## src/sv/rtnh_pkg.sv

```systemverilog
`default_nettype none
// ----------------------------------------------------------------------------
// rtnh_pkg
// Shared types and codes of the route table next hop resolver.
// ----------------------------------------------------------------------------
package rtnh_pkg;

  localparam logic [2:0] OP_ADD     = 3'd0;
  localparam logic [2:0] OP_REMOVE  = 3'd1;
  localparam logic [2:0] OP_LOOKUP  = 3'd2;
  localparam logic [2:0] OP_RESOLVE = 3'd3;
  localparam logic [2:0] OP_CLEAR   = 3'd4;

  localparam logic [2:0] ST_OK        = 3'd0;
  localparam logic [2:0] ST_NOT_FOUND = 3'd1;
  localparam logic [2:0] ST_FULL      = 3'd2;
  localparam logic [2:0] ST_TOO_LONG  = 3'd3;
  localparam logic [2:0] ST_BAD_DIST  = 3'd4;

  typedef struct packed {
    logic [31:0] nxt;
    logic [3:0]  itf;
    logic [7:0]  metric;
  } entry_t;

  // search beat that travels down the cell row
  typedef struct packed {
    logic        vld;
    logic [31:0] key;
    logic        hit;
    entry_t      data;
    logic        free;
  } tok_t;

  typedef struct packed {
    logic wr;
    logic del;
    logic clr_all;
  } cmd_t;

endpackage
`default_nettype wire

```

## src/sv/rtnh_cell.sv

```systemverilog
`default_nettype none
// ----------------------------------------------------------------------------
// rtnh_cell
// One table slot. Matches the passing search beat against its entry, marks
// the first free slot, and takes writes and removals addressed to its own index.
// ----------------------------------------------------------------------------
module rtnh_cell #(
  parameter int SLOT_W = 6,
  parameter int IDX    = 0
) (
  input  wire                      clk,
  input  wire                      rst_n,
  input  wire rtnh_pkg::tok_t      tok_in,
  input  wire  [SLOT_W-1:0]        hit_slot_in,
  input  wire  [SLOT_W-1:0]        free_slot_in,
  output rtnh_pkg::tok_t           tok_out,
  output logic [SLOT_W-1:0]        hit_slot_out,
  output logic [SLOT_W-1:0]        free_slot_out,
  input  wire rtnh_pkg::cmd_t      cmd,
  input  wire  [SLOT_W-1:0]        cmd_slot,
  input  wire  [31:0]              wr_dest,
  input  wire rtnh_pkg::entry_t    wr_data
);
  import rtnh_pkg::*;

  logic        valid_r;
  logic [31:0] dest_r;
  entry_t      data_r;
  tok_t        tok_r, tok_nxt;
  logic [SLOT_W-1:0] hs_r, hs_nxt, fs_r, fs_nxt;
  logic        mine;

  assign mine = (cmd_slot == SLOT_W'(IDX));

  always_ff @(posedge clk) begin
    if (!rst_n) begin
      valid_r <= 1'b0;
    end else if (cmd.clr_all) begin
      valid_r <= 1'b0;
    end else if (cmd.wr && mine) begin
      valid_r <= 1'b1;
    end else if (cmd.del && mine) begin
      valid_r <= 1'b0;
    end
  end

  always_ff @(posedge clk) begin
    if (cmd.wr && mine) begin
      dest_r <= wr_dest;
      data_r <= wr_data;
    end
  end

  always_comb begin
    tok_nxt = tok_in;
    hs_nxt  = hit_slot_in;
    fs_nxt  = free_slot_in;
    if (!tok_in.hit && valid_r && dest_r == tok_in.key) begin
      tok_nxt.hit  = 1'b1;
      tok_nxt.data = data_r;
      hs_nxt       = SLOT_W'(IDX);
    end
    if (!tok_in.free && !valid_r) begin
      tok_nxt.free = 1'b1;
      fs_nxt       = SLOT_W'(IDX);
    end
  end

  always_ff @(posedge clk) begin
    if (!rst_n) begin
      tok_r.vld <= 1'b0;
    end else begin
      tok_r.vld <= tok_nxt.vld;
    end
    tok_r.key  <= tok_nxt.key;
    tok_r.hit  <= tok_nxt.hit;
    tok_r.data <= tok_nxt.data;
    tok_r.free <= tok_nxt.free;
    hs_r       <= hs_nxt;
    fs_r       <= fs_nxt;
  end

  assign tok_out       = tok_r;
  assign hit_slot_out  = hs_r;
  assign free_slot_out = fs_r;

endmodule
`default_nettype wire

```

## config.mk

```make
export PLATFORM = sky130hd
export DESIGN_NAME = rtnh_cell
export DESIGN_NICKNAME = d
export VERILOG_FILES = /design/src/sv/rtnh_pkg.sv /design/src/sv/rtnh_cell.sv
export SDC_FILE = /design/constraint.sdc
export NUM_CORES = 1
export LEC_CHECK = 0
export BUFFER_PORTS_ARGS = -buffer_cell sky130_fd_sc_hd__buf_2
export CAP_MARGIN = 20
export CORE_MARGIN = 2
export CORE_UTILIZATION = 28
export DETAILED_ROUTE_END_ITERATION = 7
export GPL_ROUTABILITY_DRIVEN = 0
export SLEW_MARGIN = 20
export SYNTH_ARGS = -nofsm -noshare
export SYNTH_HDL_FRONTEND = slang
export SYNTH_SLANG_ARGS = --single-unit
export TNS_END_PERCENT = 5
```

## constraint.sdc

```tcl
create_clock -name clk -period 6.4 [get_ports clk]
set_input_delay 0.32 -clock clk [delete_from_list [all_inputs] [get_ports clk]]
set_output_delay 0.32 -clock clk [all_outputs]
set_load 0.01 [all_outputs]
```

==> impl_metrics.yaml <==
status:
  outcome: "finished clean"
sta:
  worstMarginPinSlew_ns: 1.029
  hold_violations: 0
  fin_crit_ns: 2.146
  fin_ws_ns: 4.254
  fin_crit_sh_pct: 33.53
  hold_slack_ns: 0.03049
  setup_viol: 0
  skew_ns: 0.006985
  finalSetupTns_ns: 0
  slew_headroom_pct: 31.41
  max_freq_mhz: 466.0
  drv_slew: 0
  rsz0062_at_grt: "false"
synth:
  synth-seq-cells: 168
  syn_nets: 468
  synth_top_cell_by_area: "edfxtp_1"
  synth_top_family_by_area: "multiplexers"
  synth_common_cells: "92 x dfxtp_1, 76 x edfxtp_1, 43 x mux2_1"
  synth-seq-area-share_pct: 80.10
  synth.top_cell.area_share_pct: 44.33
  syn-mean-instance-area_um2: 17.75
  synth_cell_types: 27
  synthCells: 290
  yosysMostFrequentCell: "dfxtp_1"
  muxShareOfSynthArea_pct: 9.623
  synth_fa_ha_area_share_pct: 0
  yosys.area_share.simple_pct: 3.961
  synthTopCellsByArea: "edfxtp_1 44%, dfxtp_1 36%, mux2_1 9.4%, xnor2_1 4.3%, and2_1 0.97%"
  synth-xor-area-share_pct: 4.423
  synth_area_um2: 5149
  yosys_warnings: 0
  async_flop_share_pct: 0
  synth-main-ff-cell: "dfxtp_1"
  synth_edf_count: 76
  synth-compound-area-share_pct: 0.9964
critical_path:
  startpoint_type: "flop"
  r2r_slack_ns: 4.25
  ff2ff_path_depth: 6
  worstReg2RegStart: "dest_r[8]$_DFFE_PP_"
  crit_type: "flop to flop"
  worst_ep_required_time_ns: 6.69
  crit_path_end_kind: "flop"
  worstPathArrival_ns: 2.44
  crit_fanout: 24
  reg2reg_to: "tok_out[8]$_DFF_P_"
hold_path:
  hp-start: "tok_in[54]"
  worst_hold_path_type: "primary input to flop"
  hold_path_end: "tok_out[54]$_DFF_P_"
  hold_depth: 1
pwr:
  power.static_leakage_nw: 3.129
  power_density_nw_per_um2: 310.3
  ir_worst_vdd_uv: 174.2
floorplanning:
  ios: 269
  initial_core_util_pct: 28.56
  die_x_um: 139.6
  dieArea_um2: 19490
  coreArea_um2: 18020
  die_y_um: 139.6
  fp-row-count: 49
grt:
  grt_max_degree: 78
  grt_usage_pct: 12.80
  grt_busiest_layer: "met2"
  antenna_found_initial: 2
  gr-usage-met2_pct: 21.85
  grt_pass1_vias: 3623
  grt_overflow_total: 0
  use_met3_pct: 5.368
  use_met1_pct: 14.46
  grt_pass1_wl_mm: 19.09
finish:
  layout.nets: 752
  fill_cells: 1724
  seq_area_um2: 4124
  multiInputGateArea_um2: 980.9
  drive_gt1_share_pct: 51.62
  area_growth_syn_to_layout_pct: 42.50
clocking:
  worstSkewPairLatency_ns: 0.41
  htreeDepth: 4
  clkTransAtPathRegs_ns: 0.07
  postCtsHoldBufs: 0
  cts_tree: "yes"
  clk_path_buf_depth: 2
  ctsResizeCount: 0
  clkSinkCount: 168
  cts_made_buffers: 17
  cts-root-buf: "clkbuf_16"
  post_cts_buffers: 0
run:
  max_cap_violations: 0
routing:
  routed_via_density: 4.047
  vias: 3306
  ant_nets: 0
  drt-initial-drc-count: 68
  firstDrtPassIters: 4
  post-route-drc-count: 0
  wirelength_mm: 12.47
  wire_per_inst_um: 15.27
place:
  numPortBuffers: 268
  pre_cts_ws_ns: 3.897
  dpl.hpwl_mm: 9.474
per-layer routing:
metal / vias up / wire length, um
li1: 1603 / -
met1: 1519 / 5009
met2: 171 / 6193
met5: - / 13
met4: 2 / 165
met3: 11 / 1091
per-stage QoR:
stage / power, mW / cells / utilization [%] / cell area, um^2
after floorplan: 1.226 / 290 / - / 5149
after global placement: 1.317 / 784 / 37.56 / 6770
after detailed placement: 1.321 / 784 / 37.56 / 6770
after CTS: 2.310 / 816 / 40.69 / 7335
after global routing: 2.369 / 817 / 40.71 / 7337
final: 2.276 / 817 / 40.71 / 7337
where the power goes:
part           internal (mW)  leakage, nW  total, mW  switching (mW)
registers               1.15         1.46       1.16         0.00843
logic                 0.0741         1.40      0.133          0.0584
clock network          0.551        0.268      0.982           0.431
state kept, by name (all words and copies together) (netlist names):
name and flops:
data_r 44, dest_r 32, free_slot_out 6, hit_slot_out 6
tok_out 79, valid_r 1
worst max-delay path, cell delays in order (launching register included):
cell and delay [ns]:
edfxtp_1 0.39, xor2_1 0.15, a221o_1 0.26, nor4b_1 0.37, nand4_1 0.20, buf_4 0.29, mux2_1 0.36
placed cells by master, fill, tap and decap left out, types with 3 or more instances in the layout:
cell / count
inv_1: 6
inv_6: 3
mux2_1: 43
edfxtp_1: 76
xnor2_1: 25
buf_2: 268
dfxtp_1: 92
clkinvlp_4: 4
nor2b_1: 7
nand4_1: 6
and2_1: 7
clkinv_2: 3
clkbuf_16: 17
cell type report:
class | instances | area share, %
clock inverters | 13 | 1.654
flip-flops and latches | 168 | 56.21
repair buffers | 270 | 18.49
diodes | 1 | 0.03411
well taps | 229 | 3.905
multi-input cells | 111 | 13.37
clock buffers | 19 | 6.037
inverters | 6 | 0.3070
kinds of logic (layout without fill, tap and decap cells):
| logic type | Yosys count | count (layout) |
|---|---|---|
| AO/OA/AOI/OAI | 7 | 7 |
| buffers and inverters | 11 | 308 |
| multiplexers | 44 | 44 |
| AND/OR/NAND/NOR | 34 | 34 |
| flip-flops | 168 | 168 |
| XOR/XNOR | 26 | 26 |
| other | 0 | 1 |
worst max-delay path by stage:
stage / from / end / slack, ns / cells past startpoint
finish: dest_r[8]$_DFFE_PP_ / tok_out[8]$_DFF_P_ / 4.25 / 6
global route: dest_r[8]$_DFFE_PP_ / tok_out[32]$_DFF_P_ / 4.09 / 6
CTS: dest_r[8]$_DFFE_PP_ / tok_out[8]$_DFF_P_ / 4.22 / 6
detailed placement: cmd_slot[3] / valid_r$_SDFFE_PP0P_ / 3.90 / 6
global placement: cmd_slot[3] / data_r[3]$_DFFE_PP_ / 3.96 / 4
floorplan: cmd_slot[3] / data_r[0]$_DFFE_PP_ / 3.12 / 3
(Power assumes the default switching activity.)
